[config.mk]
export PLATFORM = sky130hd
export DESIGN_NAME = ascii_radix_converter
export DESIGN_NICKNAME = d
export VERILOG_FILES = /design/src/rtl/acr_pkg.sv /design/src/rtl/acr_accum.sv /design/src/rtl/acr_dabble.sv /design/src/rtl/acr_emit.sv /design/src/rtl/ascii_radix_converter.sv
export SDC_FILE = /design/constraint.sdc
export NUM_CORES = 1
export LEC_CHECK = 0
export ABC_AREA = 1
export BUFFER_PORTS_ARGS = -buffer_cell sky130_fd_sc_hd__buf_2
export CORE_UTILIZATION = 40
export DETAILED_ROUTE_END_ITERATION = 8
export HOLD_SLACK_MARGIN = 0.15
export PLACE_DENSITY = 0.54
export SLEW_MARGIN = 20
export SYNTH_ARGS = -nofsm -noshare
export SYNTH_HDL_FRONTEND = slang
export SYNTH_SLANG_ARGS = --single-unit
[constraint.sdc]
create_clock -name clock -period 3.4 [get_ports clock]
set_input_delay 0.17 -clock clock [delete_from_list [all_inputs] [get_ports clock]]
set_output_delay 0.17 -clock clock [all_outputs]
set_load 0.02 [all_outputs]
[src/rtl/acr_pkg.sv]
`default_nettype none

package acr_pkg;

   // radix codes of the two configuration registers
   localparam logic [1:0] BASE_DEC = 2'd0;
   localparam logic [1:0] BASE_HEX = 2'd1;
   localparam logic [1:0] BASE_BIN = 2'd2;
   localparam logic [1:0] BASE_RSV = 2'd3;

   // configuration register indexes
   localparam logic CSR_SOURCE_BASE = 1'b0;
   localparam logic CSR_TARGET_BASE = 1'b1;

   localparam logic [7:0] CHAR_MINUS = 8'h2D;
   localparam logic [7:0] CHAR_ZERO  = 8'h30;
   localparam logic [7:0] CHAR_ONE   = 8'h31;
   localparam logic [7:0] CHAR_NINE  = 8'h39;
   localparam logic [7:0] CHAR_UA    = 8'h41;
   localparam logic [7:0] CHAR_UF    = 8'h46;
   localparam logic [7:0] CHAR_LA    = 8'h61;
   localparam logic [7:0] CHAR_LF    = 8'h66;

   localparam logic [7:0] GLYPHS [0:15] = '{
      8'h30, 8'h31, 8'h32, 8'h33, 8'h34, 8'h35, 8'h36, 8'h37,
      8'h38, 8'h39, 8'h41, 8'h42, 8'h43, 8'h44, 8'h45, 8'h46
   };

   typedef enum logic [1:0] {
      ST_ACCUM,
      ST_PREP,
      ST_DABBLE,
      ST_EMIT
   } state_type;

   typedef struct packed {
      logic busy;
   } unit_status_type;

   typedef struct packed {
      logic load;
      logic wide;
      logic minus;
   } emit_ctrl_type;

   // the reserved code behaves as decimal
   function automatic logic [1:0] norm_base(input logic [1:0] b);
      return (b == BASE_RSV) ? BASE_DEC : b;
   endfunction

   function automatic logic [7:0] glyph(input logic [3:0] d);
      return GLYPHS[d];
   endfunction

endpackage

`default_nettype wire

[src/rtl/acr_accum.sv]
`default_nettype none

module acr_accum #(
   parameter int VALUE_BITS = 32
) (
   input  wire logic                  clock,
   input  wire logic                  reset,
   input  wire logic                  take,
   input  wire logic                  clear,
   input  wire logic [7:0]            in_char,
   input  wire logic [1:0]            source_base,
   output logic      [VALUE_BITS-1:0] value,
   output logic                       terminator
);

   logic [VALUE_BITS-1:0] acc_ff, acc_in;
   logic                  neg_ff, neg_in;
   logic                  at_start_ff, at_start_in;

   logic [1:0]            sb;
   logic                  is_digit;
   logic [3:0]            dval;
   logic                  minus_take;
   logic [VALUE_BITS-1:0] acc_step;

   always_comb begin
      sb       = acr_pkg::norm_base(source_base);
      is_digit = 1'b0;
      dval     = in_char[3:0];
      if (sb == acr_pkg::BASE_BIN) begin
         is_digit = (in_char == acr_pkg::CHAR_ZERO) || (in_char == acr_pkg::CHAR_ONE);
      end else if (in_char inside {[acr_pkg::CHAR_ZERO:acr_pkg::CHAR_NINE]}) begin
         is_digit = 1'b1;
      end else if (sb == acr_pkg::BASE_HEX &&
                   (in_char inside {[acr_pkg::CHAR_UA:acr_pkg::CHAR_UF],
                                    [acr_pkg::CHAR_LA:acr_pkg::CHAR_LF]})) begin
         // low nibble of 'A'..'F' and 'a'..'f' is 1..6
         is_digit = 1'b1;
         dval     = in_char[3:0] + 4'd9;
      end
      minus_take = (sb == acr_pkg::BASE_DEC) && (in_char == acr_pkg::CHAR_MINUS) && at_start_ff;
      terminator = !is_digit && !minus_take;
   end

   always_comb begin
      case (sb)
         acr_pkg::BASE_HEX: acc_step = {acc_ff[VALUE_BITS-5:0], dval};
         acr_pkg::BASE_BIN: acc_step = {acc_ff[VALUE_BITS-2:0], dval[0]};
         default: acc_step = (acc_ff << 3) + (acc_ff << 1) + VALUE_BITS'(dval);
      endcase
   end

   always_comb begin
      acc_in      = acc_ff;
      neg_in      = neg_ff;
      at_start_in = at_start_ff;
      if (clear) begin
         acc_in      = '0;
         neg_in      = 1'b0;
         at_start_in = 1'b1;
      end else if (take) begin
         if (is_digit) begin
            acc_in      = acc_step;
            at_start_in = 1'b0;
         end else if (minus_take) begin
            neg_in      = 1'b1;
            at_start_in = 1'b0;
         end else begin
            // terminator: fold the sign into the value
            acc_in = neg_ff ? (VALUE_BITS'(0) - acc_ff) : acc_ff;
            neg_in = 1'b0;
         end
      end
   end

   always_ff @(posedge clock) begin
      if (reset) begin
         acc_ff      <= '0;
         neg_ff      <= 1'b0;
         at_start_ff <= 1'b1;
      end else begin
         acc_ff      <= acc_in;
         neg_ff      <= neg_in;
         at_start_ff <= at_start_in;
      end
   end

   assign value = acc_ff;

endmodule

`default_nettype wire

[src/rtl/acr_dabble.sv]
`default_nettype none

module acr_dabble #(
   parameter int VALUE_BITS = 32,
   parameter int DEC_DIGITS = 10
) (
   input  wire logic                         clock,
   input  wire logic                         reset,
   input  wire logic                         start,
   input  wire logic [VALUE_BITS-1:0]        mag,
   output logic      [4*DEC_DIGITS-1:0]      bcd,
   output acr_pkg::unit_status_type          status
);

   localparam int CNT_BITS = $clog2(VALUE_BITS + 1);

   logic [VALUE_BITS-1:0]   bin_ff, bin_in;
   logic [4*DEC_DIGITS-1:0] bcd_ff, bcd_in;
   logic [4*DEC_DIGITS-1:0] bcd_adj;
   logic [CNT_BITS-1:0]     cnt_ff, cnt_in;
   logic                    busy_ff, busy_in;

   // add three to every digit of five or more before each shift
   always_comb begin
      for (int i = 0; i < DEC_DIGITS; i++) begin
         bcd_adj[4*i +: 4] = (bcd_ff[4*i +: 4] >= 4'd5) ? (bcd_ff[4*i +: 4] + 4'd3)
                                                       : bcd_ff[4*i +: 4];
      end
   end

   always_comb begin
      bin_in  = bin_ff;
      bcd_in  = bcd_ff;
      cnt_in  = cnt_ff;
      busy_in = busy_ff;
      if (start) begin
         bin_in  = mag;
         bcd_in  = '0;
         cnt_in  = CNT_BITS'(VALUE_BITS);
         busy_in = 1'b1;
      end else if (busy_ff) begin
         bcd_in  = {bcd_adj[4*DEC_DIGITS-2:0], bin_ff[VALUE_BITS-1]};
         bin_in  = bin_ff << 1;
         cnt_in  = cnt_ff - CNT_BITS'(1);
         busy_in = (cnt_ff != CNT_BITS'(1));
      end
   end

   always_ff @(posedge clock) begin
      if (reset) begin
         cnt_ff  <= '0;
         busy_ff <= 1'b0;
      end else begin
         cnt_ff  <= cnt_in;
         busy_ff <= busy_in;
      end
   end

   always_ff @(posedge clock) begin
      bin_ff <= bin_in;
      bcd_ff <= bcd_in;
   end

   assign bcd         = bcd_ff;
   assign status.busy = busy_ff;

endmodule

`default_nettype wire

[src/rtl/acr_emit.sv]
`default_nettype none

module acr_emit #(
   parameter int DIGIT_BITS = 40
) (
   input  wire logic                                 clock,
   input  wire logic                                 reset,
   input  wire acr_pkg::emit_ctrl_type               ctrl,
   input  wire logic [DIGIT_BITS-1:0]                digits,
   input  wire logic [$clog2(DIGIT_BITS+1)-1:0]      count,
   input  wire logic                                 rsp_tready,
   output logic                                      rsp_tvalid,
   output logic      [7:0]                           rsp_tdata,
   output logic                                      rsp_tlast,
   output acr_pkg::unit_status_type                  status
);

   localparam int CNT_BITS = $clog2(DIGIT_BITS + 1);

   logic [DIGIT_BITS-1:0] dig_ff, dig_in;
   logic [CNT_BITS-1:0]   left_ff, left_in;
   logic                  wide_ff, wide_in;
   logic                  lead_ff, lead_in;
   logic                  minus_ff, minus_in;
   logic                  busy_ff, busy_in;
   logic                  valid_ff, valid_in;
   logic [7:0]            char_ff, char_in;
   logic                  last_ff, last_in;

   logic                  slot;
   logic [3:0]            cur;
   logic                  is_last;

   assign slot    = !valid_ff || rsp_tready;
   assign cur     = wide_ff ? dig_ff[DIGIT_BITS-1 -: 4] : {3'b000, dig_ff[DIGIT_BITS-1]};
   assign is_last = (left_ff == CNT_BITS'(1));

   always_comb begin
      dig_in   = dig_ff;
      left_in  = left_ff;
      wide_in  = wide_ff;
      lead_in  = lead_ff;
      minus_in = minus_ff;
      busy_in  = busy_ff;
      valid_in = valid_ff && !rsp_tready;
      char_in  = char_ff;
      last_in  = last_ff;
      if (ctrl.load) begin
         dig_in   = digits;
         left_in  = count;
         wide_in  = ctrl.wide;
         minus_in = ctrl.minus;
         lead_in  = 1'b1;
         busy_in  = 1'b1;
      end else if (busy_ff && slot) begin
         if (minus_ff) begin
            minus_in = 1'b0;
            valid_in = 1'b1;
            char_in  = acr_pkg::CHAR_MINUS;
            last_in  = 1'b0;
         end else begin
            dig_in  = wide_ff ? (dig_ff << 4) : (dig_ff << 1);
            left_in = left_ff - CNT_BITS'(1);
            // leading zeros are dropped, but the final digit always goes out
            if (!(lead_ff && cur == 4'd0 && !is_last)) begin
               lead_in  = 1'b0;
               valid_in = 1'b1;
               char_in  = acr_pkg::glyph(cur);
               last_in  = is_last;
               busy_in  = !is_last;
            end
         end
      end
   end

   always_ff @(posedge clock) begin
      if (reset) begin
         busy_ff  <= 1'b0;
         valid_ff <= 1'b0;
         minus_ff <= 1'b0;
      end else begin
         busy_ff  <= busy_in;
         valid_ff <= valid_in;
         minus_ff <= minus_in;
      end
   end

   always_ff @(posedge clock) begin
      dig_ff  <= dig_in;
      left_ff <= left_in;
      wide_ff <= wide_in;
      lead_ff <= lead_in;
      char_ff <= char_in;
      last_ff <= last_in;
   end

   assign rsp_tvalid  = valid_ff;
   assign rsp_tdata   = char_ff;
   assign rsp_tlast   = last_ff;
   assign status.busy = busy_ff;

endmodule

`default_nettype wire

[src/rtl/ascii_radix_converter.sv]
// ascii_radix_converter: reads a number as ascii text in one radix and writes it
// back as ascii text in another.
// req channel: one character per item in req_tdata, taken one per cycle while
//    a number is being read; decimal may start with a single '-'. any other
//    non-digit ends the number and is consumed without echo.
// rsp channel: the converted number, most significant character first, with
//    rsp_tlast on its final character. decimal output is signed; hex (upper
//    case) and binary output are the raw VALUE_BITS pattern without leading
//    zeros. a number with no digits gives "0".
// csr port: csr_index 0 selects the source radix, 1 the target radix
//    (0 decimal, 1 hex, 2 binary, 3 acts as decimal). write only while idle.
// timing: after the terminator the value first settles; decimal then runs the
//    shift-and-add-three conversion before the emitter is loaded. the emitter
//    walks one digit position per cycle unless a stalled rsp_tready holds it
//    (hex VALUE_BITS/4 rounded up, binary VALUE_BITS, decimal about
//    0.3*VALUE_BITS+1, plus one for a sign), leading zero positions included;
//    hex and binary results skip the bcd step. req_tready is low from the
//    terminator until the emitter is idle after its last character and the
//    state is back to reading; a stalled rsp_tready holds the emitter and so
//    the input. reset sets decimal in, hex out and empties the pipeline.

`default_nettype none

module ascii_radix_converter #(
   parameter int VALUE_BITS = 32
) (
   input  wire logic       clock,
   input  wire logic       reset,
   // tdata: in_char[7:0]
   input  wire logic       req_tvalid,
   output logic            req_tready,
   input  wire logic [7:0] req_tdata,
   // tdata: out_char[7:0]
   output logic            rsp_tvalid,
   input  wire logic       rsp_tready,
   output logic      [7:0] rsp_tdata,
   output logic            rsp_tlast,
   input  wire logic       csr_we,
   input  wire logic       csr_index,
   input  wire logic [1:0] csr_wdata
);

   localparam int DEC_DIGITS = (VALUE_BITS * 30103) / 100000 + 1;
   localparam int HEX_DIGITS = (VALUE_BITS + 3) / 4;
   localparam int DEC_W      = 4 * DEC_DIGITS;
   localparam int HEX_W      = 4 * HEX_DIGITS;
   localparam int MAX_A      = (DEC_W > HEX_W) ? DEC_W : HEX_W;
   localparam int DIGIT_BITS = (MAX_A > VALUE_BITS) ? MAX_A : VALUE_BITS;
   localparam int CNT_BITS   = $clog2(DIGIT_BITS + 1);

   acr_pkg::state_type state_ff, state_in;

   logic [1:0] source_base_ff, target_base_ff;
   logic [1:0] tb;
   logic       minus_ff, minus_in;

   logic                      req_take;
   logic                      terminator;
   logic                      acc_clear;
   logic [VALUE_BITS-1:0]     value;
   logic [VALUE_BITS-1:0]     mag;
   logic                      dab_start;
   logic [DEC_W-1:0]          bcd;
   acr_pkg::unit_status_type  dab_stat;
   acr_pkg::unit_status_type  emit_stat;
   acr_pkg::emit_ctrl_type    emit_ctrl;
   logic [DIGIT_BITS-1:0]     emit_digits;
   logic [CNT_BITS-1:0]       emit_count;
   logic [HEX_W-1:0]          hex_val;

   always_ff @(posedge clock) begin
      if (reset) begin
         source_base_ff <= acr_pkg::BASE_DEC;
         target_base_ff <= acr_pkg::BASE_HEX;
      end else if (csr_we) begin
         case (csr_index)
            acr_pkg::CSR_SOURCE_BASE: source_base_ff <= csr_wdata;
            acr_pkg::CSR_TARGET_BASE: target_base_ff <= csr_wdata;
            default: ;
         endcase
      end
   end

   assign tb       = acr_pkg::norm_base(target_base_ff);
   assign req_take = req_tvalid && req_tready;
   assign mag      = value[VALUE_BITS-1] ? (VALUE_BITS'(0) - value) : value;
   assign hex_val  = HEX_W'(value);

   // next state
   always_comb begin
      state_in = state_ff;
      case (state_ff)
         acr_pkg::ST_ACCUM: begin
            if (req_take && terminator) state_in = acr_pkg::ST_PREP;
         end
         acr_pkg::ST_PREP: begin
            state_in = (tb == acr_pkg::BASE_DEC) ? acr_pkg::ST_DABBLE : acr_pkg::ST_EMIT;
         end
         acr_pkg::ST_DABBLE: begin
            if (!dab_stat.busy) state_in = acr_pkg::ST_EMIT;
         end
         acr_pkg::ST_EMIT: begin
            if (!emit_stat.busy) state_in = acr_pkg::ST_ACCUM;
         end
         default: state_in = acr_pkg::ST_ACCUM;
      endcase
   end

   // outputs
   always_comb begin
      req_tready     = 1'b0;
      acc_clear      = 1'b0;
      dab_start      = 1'b0;
      minus_in       = minus_ff;
      emit_ctrl      = '0;
      emit_ctrl.wide = (tb != acr_pkg::BASE_BIN);
      emit_digits    = DIGIT_BITS'(bcd) << (DIGIT_BITS - DEC_W);
      emit_count     = CNT_BITS'(DEC_DIGITS);
      case (state_ff)
         acr_pkg::ST_ACCUM: begin
            req_tready = 1'b1;
         end
         acr_pkg::ST_PREP: begin
            acc_clear = 1'b1;
            minus_in  = 1'b0;
            case (tb)
               acr_pkg::BASE_HEX: begin
                  emit_ctrl.load = 1'b1;
                  emit_digits    = DIGIT_BITS'(hex_val) << (DIGIT_BITS - HEX_W);
                  emit_count     = CNT_BITS'(HEX_DIGITS);
               end
               acr_pkg::BASE_BIN: begin
                  emit_ctrl.load = 1'b1;
                  emit_digits    = DIGIT_BITS'(value) << (DIGIT_BITS - VALUE_BITS);
                  emit_count     = CNT_BITS'(VALUE_BITS);
               end
               default: begin
                  dab_start = 1'b1;
                  minus_in  = value[VALUE_BITS-1];
               end
            endcase
         end
         acr_pkg::ST_DABBLE: begin
            emit_ctrl.load  = !dab_stat.busy;
            emit_ctrl.minus = minus_ff;
         end
         default: ;
      endcase
   end

   always_ff @(posedge clock) begin
      if (reset) begin
         state_ff <= acr_pkg::ST_ACCUM;
         minus_ff <= 1'b0;
      end else begin
         state_ff <= state_in;
         minus_ff <= minus_in;
      end
   end

   acr_accum #(
      .VALUE_BITS(VALUE_BITS)
   ) u_accum (
      .clock      (clock),
      .reset      (reset),
      .take       (req_take),
      .clear      (acc_clear),
      .in_char    (req_tdata),
      .source_base(source_base_ff),
      .value      (value),
      .terminator (terminator)
   );

   acr_dabble #(
      .VALUE_BITS(VALUE_BITS),
      .DEC_DIGITS(DEC_DIGITS)
   ) u_dabble (
      .clock (clock),
      .reset (reset),
      .start (dab_start),
      .mag   (mag),
      .bcd   (bcd),
      .status(dab_stat)
   );

   acr_emit #(
      .DIGIT_BITS(DIGIT_BITS)
   ) u_emit (
      .clock     (clock),
      .reset     (reset),
      .ctrl      (emit_ctrl),
      .digits    (emit_digits),
      .count     (emit_count),
      .rsp_tready(rsp_tready),
      .rsp_tvalid(rsp_tvalid),
      .rsp_tdata (rsp_tdata),
      .rsp_tlast (rsp_tlast),
      .status    (emit_stat)
   );

   // no new characters while a number is being written out
   a_no_take_while_emit: assert property (@(posedge clock) disable iff (reset)
      emit_stat.busy |-> !req_tready)
      else $error("input accepted while emitter busy");

   a_units_exclusive: assert property (@(posedge clock) disable iff (reset)
      !(dab_stat.busy && emit_stat.busy))
      else $error("bcd unit and emitter busy together");

   // a sign is never the whole number
   a_minus_not_last: assert property (@(posedge clock) disable iff (reset)
      (rsp_tvalid && rsp_tdata == acr_pkg::CHAR_MINUS) |-> !rsp_tlast)
      else $error("minus sign flagged as last character");

   a_load_idle: assert property (@(posedge clock) disable iff (reset)
      emit_ctrl.load |-> !emit_stat.busy)
      else $error("emitter loaded while busy");

endmodule

`default_nettype wire

==> results of run 1 <==
[sequential cells by signal, indices dropped and copies added (netlist names), 2 cells and up]
name / count
source_base_ff: 2
state_ff: 2
target_base_ff: 2
u_accum.value: 32
u_dabble.bcd: 40
u_dabble.bin_ff: 32
u_dabble.cnt_ff: 6
u_emit.dig_ff: 40
u_emit.left_ff: 6
u_emit.rsp_tdata: 7
[synthesized netlist by cell type (3+ instances only)]
cell type | n | share of area [%]
a21oi_1 | 153 | 5.7
a31oi_1 | 8 | 0.37
buf_1 | 4 | 0.11
buf_2 | 14 | 0.52
buf_4 | 7 | 0.39
buf_6 | 4 | 0.34
clkbuf_1 | 41 | 1.1
clkinv_1 | 3 | 0.084
dfxtp_1 | 92 | 14
edfxtp_1 | 87 | 19
ha_1 | 99 | 9.2
inv_1 | 256 | 7.2
inv_2 | 10 | 0.28
mux2i_1 | 32 | 2.4
nand2_1 | 466 | 13
nand2_2 | 4 | 0.19
nand3_1 | 92 | 3.4
nand3_2 | 3 | 0.22
nand3b_1 | 4 | 0.22
nand4_1 | 13 | 0.61
nor2_1 | 141 | 3.9
nor2_2 | 5 | 0.23
nor3_1 | 10 | 0.37
nor4_1 | 3 | 0.14
o211ai_1 | 44 | 2.5
o21ai_0 | 154 | 5.7
o21ai_1 | 6 | 0.22
o21bai_1 | 3 | 0.17
o22ai_1 | 51 | 2.4
o31ai_1 | 10 | 0.56
o32ai_1 | 8 | 0.52
or2_2 | 11 | 0.51
xor2_1 | 38 | 2.5
[worst max-delay path, delay by kind of cell (launching register included)]
family | cells | cell delay [ps]
flip-flops | 1 | 330
adder cells (fa/ha/maj) | 3 | 1150
AO/OA/AOI/OAI | 2 | 290
AND/OR/NAND/NOR | 10 | 870
buffers and inverters | 5 | 490
[placed cells by master (no fill, tap or decap), types with 4 or more instances in the layout]
master / count
mux2i_1: 32
o22ai_1: 51
buf_2: 25
buf_4: 49
a21oi_1: 152
a31oi_1: 8
nor2_1: 139
o21ai_0: 152
nand2_1: 458
nor2_2: 7
nand3_2: 10
nand3_1: 84
edfxtp_1: 87
nand4_1: 13
o21ai_1: 8
o32ai_1: 8
clkbuf_16: 19
ha_1: 98
xor2_1: 38
o31ai_1: 10
nor3_1: 10
dfxtp_1: 92
dlygate4sd3_1: 11
inv_1: 255
nand2_2: 11
inv_2: 11
o211ai_1: 44
nand3b_1: 4
or2_2: 12
[kinds of logic (layout without fill, tap and decap cells)]
group	after synthesis	in the layout
mux	32	32
other cells	1	1
buf+inv	340	390
fa+ha+maj	101	101
flops	179	179
compound gates	444	444
xor+xnor	38	38
simple gates	764	764
[final cells by class]
| type | instances | area, sq um | area share, % |
|---|---|---|---|
| multi-input cells | 1380 | 7710 | 51.4 |
| flip-flops and latches | 179 | 4450 | 29.7 |
| inverters | 270 | 1020 | 6.77 |
| repair buffers | 88 | 663 | 4.42 |
| well taps | 442 | 553 | 3.69 |
| clock buffers | 20 | 479 | 3.19 |
| clock inverters | 12 | 133 | 0.884 |
[routing by layer]
layer	vias up	part of all wire (%)	GRT usage (%)	routed length, microns
met4	0	1.4	6.02	552
met1	5917	49	33.1	19400
met5	-	0	0	0
met3	41	4.8	3.48	1900
met2	302	45	38.2	18100
li1	6425	-	-	-
[metrics by stage]
| stage | setup WS [ps] | hold WS [ps] | setup TNS (ps) |
|---|---|---|---|
| detailed placement | -26.1 | 419 | -64.6 |
| finish | 205 | 176 | 0 |
| global route | -27.8 | 220 | -125 |
| global placement | 9.01 | 411 | 0 |
| floorplan | 29.1 | 239 | 0 |
| CTS | 45.6 | 165 | 0 |
[report_power, final]
group          internal, mW  switching (mW)  leakage (nW)
sequential             3.26           0.564          1.55
combinational          1.78            3.55          5.42
clock                  1.13           0.961         0.305
[worst paths after layout]
check                         to  slack (ps)  depth (start not counted)
min          u_accum.at_start_ff         180                          4
max            u_accum.value[22]         200                         20
min reg2reg      u_dabble.bcd[0]         460                          2
max reg2reg    u_accum.value[22]         200                         20
[timing repair]
item / CTS / global route
buffers inserted: 0 / 3
hold buffers: 11 / 0
gates resized for setup: 0 / 22
hold endpoints to repair: 8 / 0
setup endpoints to repair: 0 / 23
==> reports/qor.csv, run 1 <==
stage;metric;value;unit
status;run status;finished clean;
global_route;largest net degree at the start of global routing;67;
layout;Synth-to-Final Area Change;11.7;%
global_route;total global-route track usage;23.7;%
die;FP Rows;66;
synth;number of synthesized flops with an enable pin;87;
placed_design;port bufs;25;
pwr;LEAKAGE;7.28;nW
route;first-pass iteration count of the detailed router;5;
sta;Final setup viols;0;
worst_setup_path;Worst Setup SP;source_base_ff[1];
synth;largest family of logic cells by synthesized area;simple AND/OR/NAND/NOR gates;
sta;max-slew violation count;0;
route;final WL;40000;microns
run;max cap viols;0;
worst_setup_path;Crit Path Class;reg -> reg;
route;WL per Instance;16.7;microns
worst_setup_path;CP max stage delay;510;ps
synth;cell area after synthesis;13400;sq um
placed_design;DPL Wire Length;30100;microns
placed_design;Placed Cells;2345;
synth;post-synthesis simple-gate area fraction;23.7;%
clock_tree;clk slew on worst S/H paths;80;ps
clock_tree;root buffer cell;clkbuf_16;
synth;Synth Area in Compound Gates;18.7;%
route;DR vias/cell;5.31;
worst_setup_path;worst endpoint required time;3780;ps
sta;fin crit period;3200;ps
worst_setup_path;worst r2r src;source_base_ff[1];
worst_setup_path;critical-path cell list;inv_1, ha_1, nand4_1, nor2_2, buf_4, nand2_1, nand2_1, fa_1, inv_1, fa_1, inv_1, nand3_2, nand3_4, buf_4, nand3_1, nand3_1, nor2_1, o21ai_0, nand2_1, a21oi_1;
pwr;Max VDD drop;0.000400;V
sta;relative slew slack;41.2;%
worst_setup_path;CP endpoint kind;register;
layout;fin nets;2053;
die;die height;185;microns
synth;cell count after synthesis;1899;
die;Die Wd;185;microns
synth;Most used DFF post-synth;dfxtp_1;
global_route;gr ovfl total;0;
worst_setup_path;critical path arrival;3580;ps
pwr;Pwr per Cell Area;749;nW/um^2
synth;share of flip-flops with an asynchronous set or reset;0;%
synth;post-synth net total;2016;
worst_setup_path;CP Launch Type;register;
placed_design;placed inst area;14200;sq um
synth;Seq/Total Area, Yosys;33.2;%
sta;final hold violation count;0;
global_route;antenna violations before repair;0;
global_route;vias in the first global route;11752;
clock_tree;clk_lat worst skew;450;ps
sta;fmax;313;MHz
die;Die ar.;34300;sq um
sta;Setup Skew;12.8;ps
sta;fin crit share;94.0;%
route;post-route ant nets;0;
clock_tree;CTS max path bufs;2;
worst_setup_path;Worst Path Max Fanout;5;
clock_tree;number of buffers created by CTS;17;
synth;Synth warnings;0;
layout;Finished Layout Cells;2391;
global_route;first-pass GRT wire length;63500;microns
placed_design;placer congestion estimate;0.908;
synth;adder-cell share of the synthesized area;9.52;%
layout;Post-Route Utilization;45.8;%
route;initial DRC count;1029;
layout;Finished Cell Area;15000;sq um
die;IO Count;27;
hold_path;hold path startpoint;req_tvalid;
die;Core Area;32800;sq um
hold_path;Hold Path Class;in -> reg;
layout;FILL cells;3390;
route;Via Count;12685;
layout;share of cells above drive strength 1;8.83;%
worst_setup_path;slowest CP cell;fa_1;
clock_tree;TritonCTS clock tree;yes;
sta;Worst Max-Slew Pin Slew;882;ps
pwr;PnR Total Power;11.2;mW
route;Residual DRC;0;
synth;post-synthesis mux area share;2.38;%
synth;flops & latches, synth;179;
synth;Post-Synth XOR/XNOR Area;2.48;%
clock_tree;CTS sink cnt;179;
synth;Mean Syn Cell Area;7.07;sq um
die;Initial Utilization;41.0;%
synth;Netlist cell types;50;
layout;# diodes;0;
clock_tree;H-tree lvl count;4;
(Power assumes the default switching activity.)
==> inputs of run 2 (changes only) <==
- CTS_CLUSTER_SIZE: not set -> 14
- clock period: 3.4 -> 2.9 ns (I/O delays scaled with it)
==> reports/qor.csv, run 2 (synthesis results as in run 1) <==
stage;metric;value;unit
clock_tree;H-tree lvl count;4;
die;Core Area;32800;sq um
layout;FILL cells;3366;
clock_tree;CTS max path bufs;2;
sta;fin worst setup slack;-271;ps
clock_tree;TritonCTS clock tree;yes;
worst_setup_path;Stages on worst setup path;22;
route;final WL;41900;microns
layout;Synth-to-Final Area Change;18.8;%
global_route;largest net degree at the start of global routing;67;
pwr;LEAKAGE;7.76;nW
pwr;Max VDD drop;0.000661;V
die;die height;185;microns
worst_setup_path;FF-to-FF setup slack;-270;ps
die;Die Wd;185;microns
die;Initial Utilization;41.0;%
clock_tree;number of buffers created by CTS;17;
global_route;vias in the first global route;12733;
sta;Setup TNS;-3070;ps
layout;Multi-input gate area;8210;sq um
layout;FF/Latch Area;4460;sq um
layout;Finished Layout Cells;2451;
placed_design;Placed Cells;2384;
worst_setup_path;Most common cell on crit path;buf_4;
sta;Worst Max-Slew Pin Slew;638;ps
worst_setup_path;critical path arrival;3550;ps
worst_setup_path;CP max stage delay;330;ps
route;WL per Instance;17.1;microns
worst_setup_path;critical-path cell list;inv_2, ha_4, nand4_1, nor2_4, nand2_2, buf_4, buf_4, buf_4, buf_4, buf_4, buf_4, buf_4, buf_4, buf_4, buf_4, buf_4, buf_4, buf_4, buf_4, a21oi_1, o21ai_1, a21oi_1;
status;failing checks;negative setup slack;
worst_setup_path;RR Endpoint;u_accum.value[3];
worst_setup_path;Worst Setup SP;source_base_ff[1];
sta;final hold violation count;0;
route;wire length on met2;19500;microns
worst_setup_path;Buffers & Inverters on Critical Path;15;
global_route;first-pass GRT wire length;67500;microns
status;run status;finished with violations;
worst_setup_path;Setup crit end;u_accum.value[3];
global_route;antenna violations before repair;0;
die;IO Count;27;
sta;Final setup viols;24;
global_route;gr ovfl total;0;
route;DRT met1 WL;19500;microns
pwr;Pwr per Cell Area;837;nW/um^2
placed_design;placed inst area;14600;sq um
worst_setup_path;Crit Path Class;reg -> reg;
placed_design;DPL Wire Length;31400;microns
layout;Finished Cell Area;16000;sq um
route;Via Count;13025;
pwr;PnR Total Power;13.4;mW
layout;fin nets;2113;
worst_setup_path;CP Launch Type;register;
route;first-pass iteration count of the detailed router;7;
route;DR vias/cell;5.31;
worst_setup_path;CP endpoint kind;register;
sta;fin crit share;109;%
placed_design;placer congestion estimate;0.999;
clock_tree;CTS sink cnt;179;
worst_setup_path;worst r2r src;source_base_ff[1];
clock_tree;clk slew on worst S/H paths;80;ps
layout;commonest cells after routing, fill and taps aside;nand2_1 (425), inv_1 (250), a21oi_1 (143);
clock_tree;clk_lat worst skew;450;ps
placed_design;pre-CTS setup slack;-436;ps
sta;fin crit period;3170;ps
sta;max-slew violation count;0;
hold_path;Hold Path Class;in -> reg;
worst_setup_path;family with the most delay on the worst path;buffers and inverters;
die;Die ar.;34300;sq um
worst_setup_path;FF-to-FF path depth;22;
placed_design;port bufs;25;
layout;Post-Route Utilization;48.7;%
layout;commonest non-fill, non-tap cell in the layout;nand2_1;
sta;RSZ-0062 raised after global routing;yes;
die;FP Rows;66;
route;initial DRC count;918;
sta;relative slew slack;57.2;%
layout;share of cells above drive strength 1;16.0;%
worst_setup_path;worst endpoint required time;3280;ps
layout;# diodes;0;
worst_setup_path;Worst Path Max Fanout;6;
route;Residual DRC;0;
global_route;total global-route track usage;25.3;%
route;post-route ant nets;0;
worst_setup_path;slowest CP cell;dfxtp_2;
sta;fmax;315;MHz
route;met3 wire len;1800;microns
clock_tree;root buffer cell;clkbuf_16;
route;Max Used Layer;met4;
sta;hold slack;185;ps
sta;Setup Skew;16.9;ps
run;max cap viols;0;
[run 2: changes by cell type in the layout (fill, tap and decap cells not counted), sizes merged]
cell    before  now
buf         77  137
clkinv       6   10
inv        275  271
[run 2: tightest hold or removal path, cell delays in order]
cell and delay [ps]:
buf_2 120, buf_4 140, a31oi_1 70, a21oi_1 110
[run 2: routing by layer]
metal / global-route usage (%) / vias up
li1: - / 6551
met1: 33.7 / 6104
met2: 41.8 / 313
met3: 3.03 / 57
met4: 8.76 / 0
met5: 0 / -
[run 2: layout make-up]
cell class,count,area share [%]
tap,442,3.46
clock buffer,20,2.87
sequential,179,27.9
multi-input combinational,1380,51.4
inverter,270,6.41
timing repair buffer,148,7.17
clock inverter,12,0.753
[run 2: what timing repair did]
action | 4_1_cts | 5_1_grt
buffers inserted | 19 | 7
hold buffers | 11 | 0
resized for setup | 48 | 88
pin swaps | 28 | 62
endpoints found under the hold margin | 8 | 0
endpoints found under the setup margin | 26 | 28
[run 2: report_power, final]
part           switching [mW]  total (mW)  internal [mW]  leakage, nW
combinational            4.35        6.60           2.25         5.92
clock                    1.10        2.35           1.25        0.288
sequential              0.593        4.41           3.82         1.55
[run 2: how the worst min path moves through the flow]
stage,startpoint,to,slack (ps),depth (start not counted)
after floorplan,reset,u_emit.status,210,1
after global placement,csr_wdata[0],target_base_ff[0],380,3
after detailed placement,csr_wdata[0],target_base_ff[0],390,3
after CTS,req_tdata[0],u_accum.value[0],150,4
after global routing,req_tdata[0],u_accum.value[0],200,4
final,req_tdata[0],u_accum.value[0],190,4
==> inputs of run 3 (changes only) <==
- MAX_ROUTING_LAYER: not set -> met4
==> reports/qor.csv, run 3 (synthesis results as in run 1) <==
stage;metric;value;unit
clock_tree;number of buffers created by CTS;17;
placed_design;placer congestion estimate;0.949;
worst_setup_path;CP endpoint kind;register;
clock_tree;TritonCTS clock tree;yes;
clock_tree;root buffer cell;clkbuf_16;
layout;Synth-to-Final Area Change;17.7;%
global_route;total global-route track usage;25.8;%
sta;Setup Skew;19.4;ps
global_route;gr busiest metal;met2;
die;Core Area;32800;sq um
route;WL per Instance;17.1;microns
pwr;sequential share of power;33.2;%
sta;fmax;322;MHz
sta;fin crit period;3110;ps
worst_setup_path;Worst Path Max Fanout;6;
layout;Post-Route Utilization;48.2;%
sta;final hold violation count;0;
sta;Worst Max-Slew Pin Slew;652;ps
global_route;met3 global-route usage;3.32;%
die;Die ar.;34300;sq um
route;first-pass iteration count of the detailed router;5;
layout;# diodes;0;
pwr;sw power;6.00;mW
die;IO Count;27;
status;run status;finished with violations;
sta;fin worst setup slack;-207;ps
pwr;Gate power share;49.3;%
sta;relative slew slack;56.2;%
route;initial DRC count;829;
layout;share of cells above drive strength 1;14.7;%
die;FP Rows;66;
layout;commonest non-fill, non-tap cell in the layout;nand2_1;
sta;max-slew violation count;0;
worst_setup_path;CP Launch Type;register;
clock_tree;CTS sink cnt;179;
placed_design;DPL Wire Length;31300;microns
layout;fin nets;2113;
worst_setup_path;Crit Path Class;reg -> reg;
pwr;Pwr per Cell Area;841;nW/um^2
hold_path;Hold Path Class;in -> reg;
global_route;met2 GRT Util;41.7;%
hold_path;hold depth;5;
global_route;largest net degree at the start of global routing;67;
die;die height;185;microns
layout;Finished Cell Area;15800;sq um
route;final WL;42000;microns
clock_tree;CTS max path bufs;2;
worst_setup_path;critical path arrival;3470;ps
global_route;vias in the first global route;12521;
sta;RSZ-0062 raised after global routing;yes;
die;Die Wd;185;microns
sta;hold slack;238;ps
global_route;first-pass GRT wire length;67200;microns
pwr;LEAKAGE;7.65;nW
route;DR vias/cell;5.32;
status;failing checks;negative setup slack;
global_route;met1 GRT Util;33.2;%
worst_setup_path;FF-to-FF setup slack;-210;ps
sta;fin crit share;107;%
clock_tree;clk_lat worst skew;440;ps
sta;Final setup viols;27;
worst_setup_path;worst endpoint required time;3260;ps
route;Via Count;13036;
pwr;Sw Share;45.1;%
clock_tree;H-tree lvl count;4;
global_route;antenna violations before repair;0;
run;max cap viols;0;
global_route;gr ovfl total;0;
placed_design;port bufs;25;
pwr;Max VDD drop;0.000889;V
pwr;Clock Power Share;17.5;%
pwr;Cell Int Power;7.30;mW
route;Residual DRC;0;
worst_setup_path;FF-to-FF path depth;22;
clock_tree;clk slew on worst S/H paths;70;ps
layout;commonest cells after routing, fill and taps aside;nand2_1 (434), inv_1 (250), o21ai_0 (143);
die;Initial Utilization;41.0;%
placed_design;placed inst area;14600;sq um
route;post-route ant nets;0;
-- run 3: changes by cell type in the layout (fill, tap and decap cells not counted), sizes merged --
cell and change:
inv +2, clkinv -3, bufinv -1, clkbuf +2
-- run 3: power groups by stage --
stage                     sequential (mW)  clock, mW  combinational [mW]
after detailed placement             4.45          0                6.37
final                                4.41       2.33                6.56
after CTS                            4.41       2.38                6.45
after global placement               4.45          0                6.37
after floorplan                      4.33          0                4.46
after global routing                 4.52       2.48                7.32
-- run 3: final timing paths --
path | start | endpoint
worst min register to register | u_dabble.bin_ff[31] | u_dabble.bcd[0]
worst min-delay path | req_tdata[0] | u_accum.value[0]
worst max-delay path | source_base_ff[1] | u_accum.value[18]
worst max register to register | source_base_ff[1] | u_accum.value[18]
-- run 3: cell type report --
| type | instances | area, sq um |
|---|---|---|
| timing repair buffer | 148 | 1170 |
| clock buffer | 22 | 497 |
| fill | 3328 | 17000 |
| sequential | 179 | 4460 |
| multi-input combinational | 1380 | 8030 |
| tap | 442 | 553 |
| inverter | 270 | 1020 |
| clock inverter | 10 | 82.6 |
-- run 3: per-layer routing --
layer  wire, microns  vias up
li1                -     6550
met1           19400     6081
met2           19400      353
met3            1940       52
met4            1190        0
met5               0        -
-- run 3: stage by stage --
step                cells  setup WS, ps  TNS, ps  total power [mW]
global route         2451          -418    -7510              14.3
finish               2451          -207    -3020              13.3
global placement     2385          -362    -6870              10.8
detailed placement   2385          -423    -8990              10.8
floorplan            1899          9.75        0              8.79
CTS                  2449          -163    -1650              13.2
-- run 3: timing repair --
action / CTS / global route
gates resized for setup: 43 / 57
pin swaps: 22 / 21
buffers inserted: 24 / 11
cloned: 0 / 0
hold endpoints to repair: 8 / 0
hold buffers: 11 / 0
setup endpoints to repair: 26 / 28
-- run 3: worst max-delay path, stage by stage, from the launching register on --
cell and delay, ps:
dfxtp_2 340, inv_2 70, ha_4 150, nand4_1 180, nor2_4 220, nand3_2 110, and2_4 160, ha_4 260
ha_4 120, inv_2 30, fa_2 340, inv_2 100, nand3_4 80, nand3_4 110, nand2_2 70, nand2_2 80
nand2_1 50, nand2_1 70, xor2_1 150, nand2_1 80, nand2_1 70, nand2_1 40, a21oi_1 110
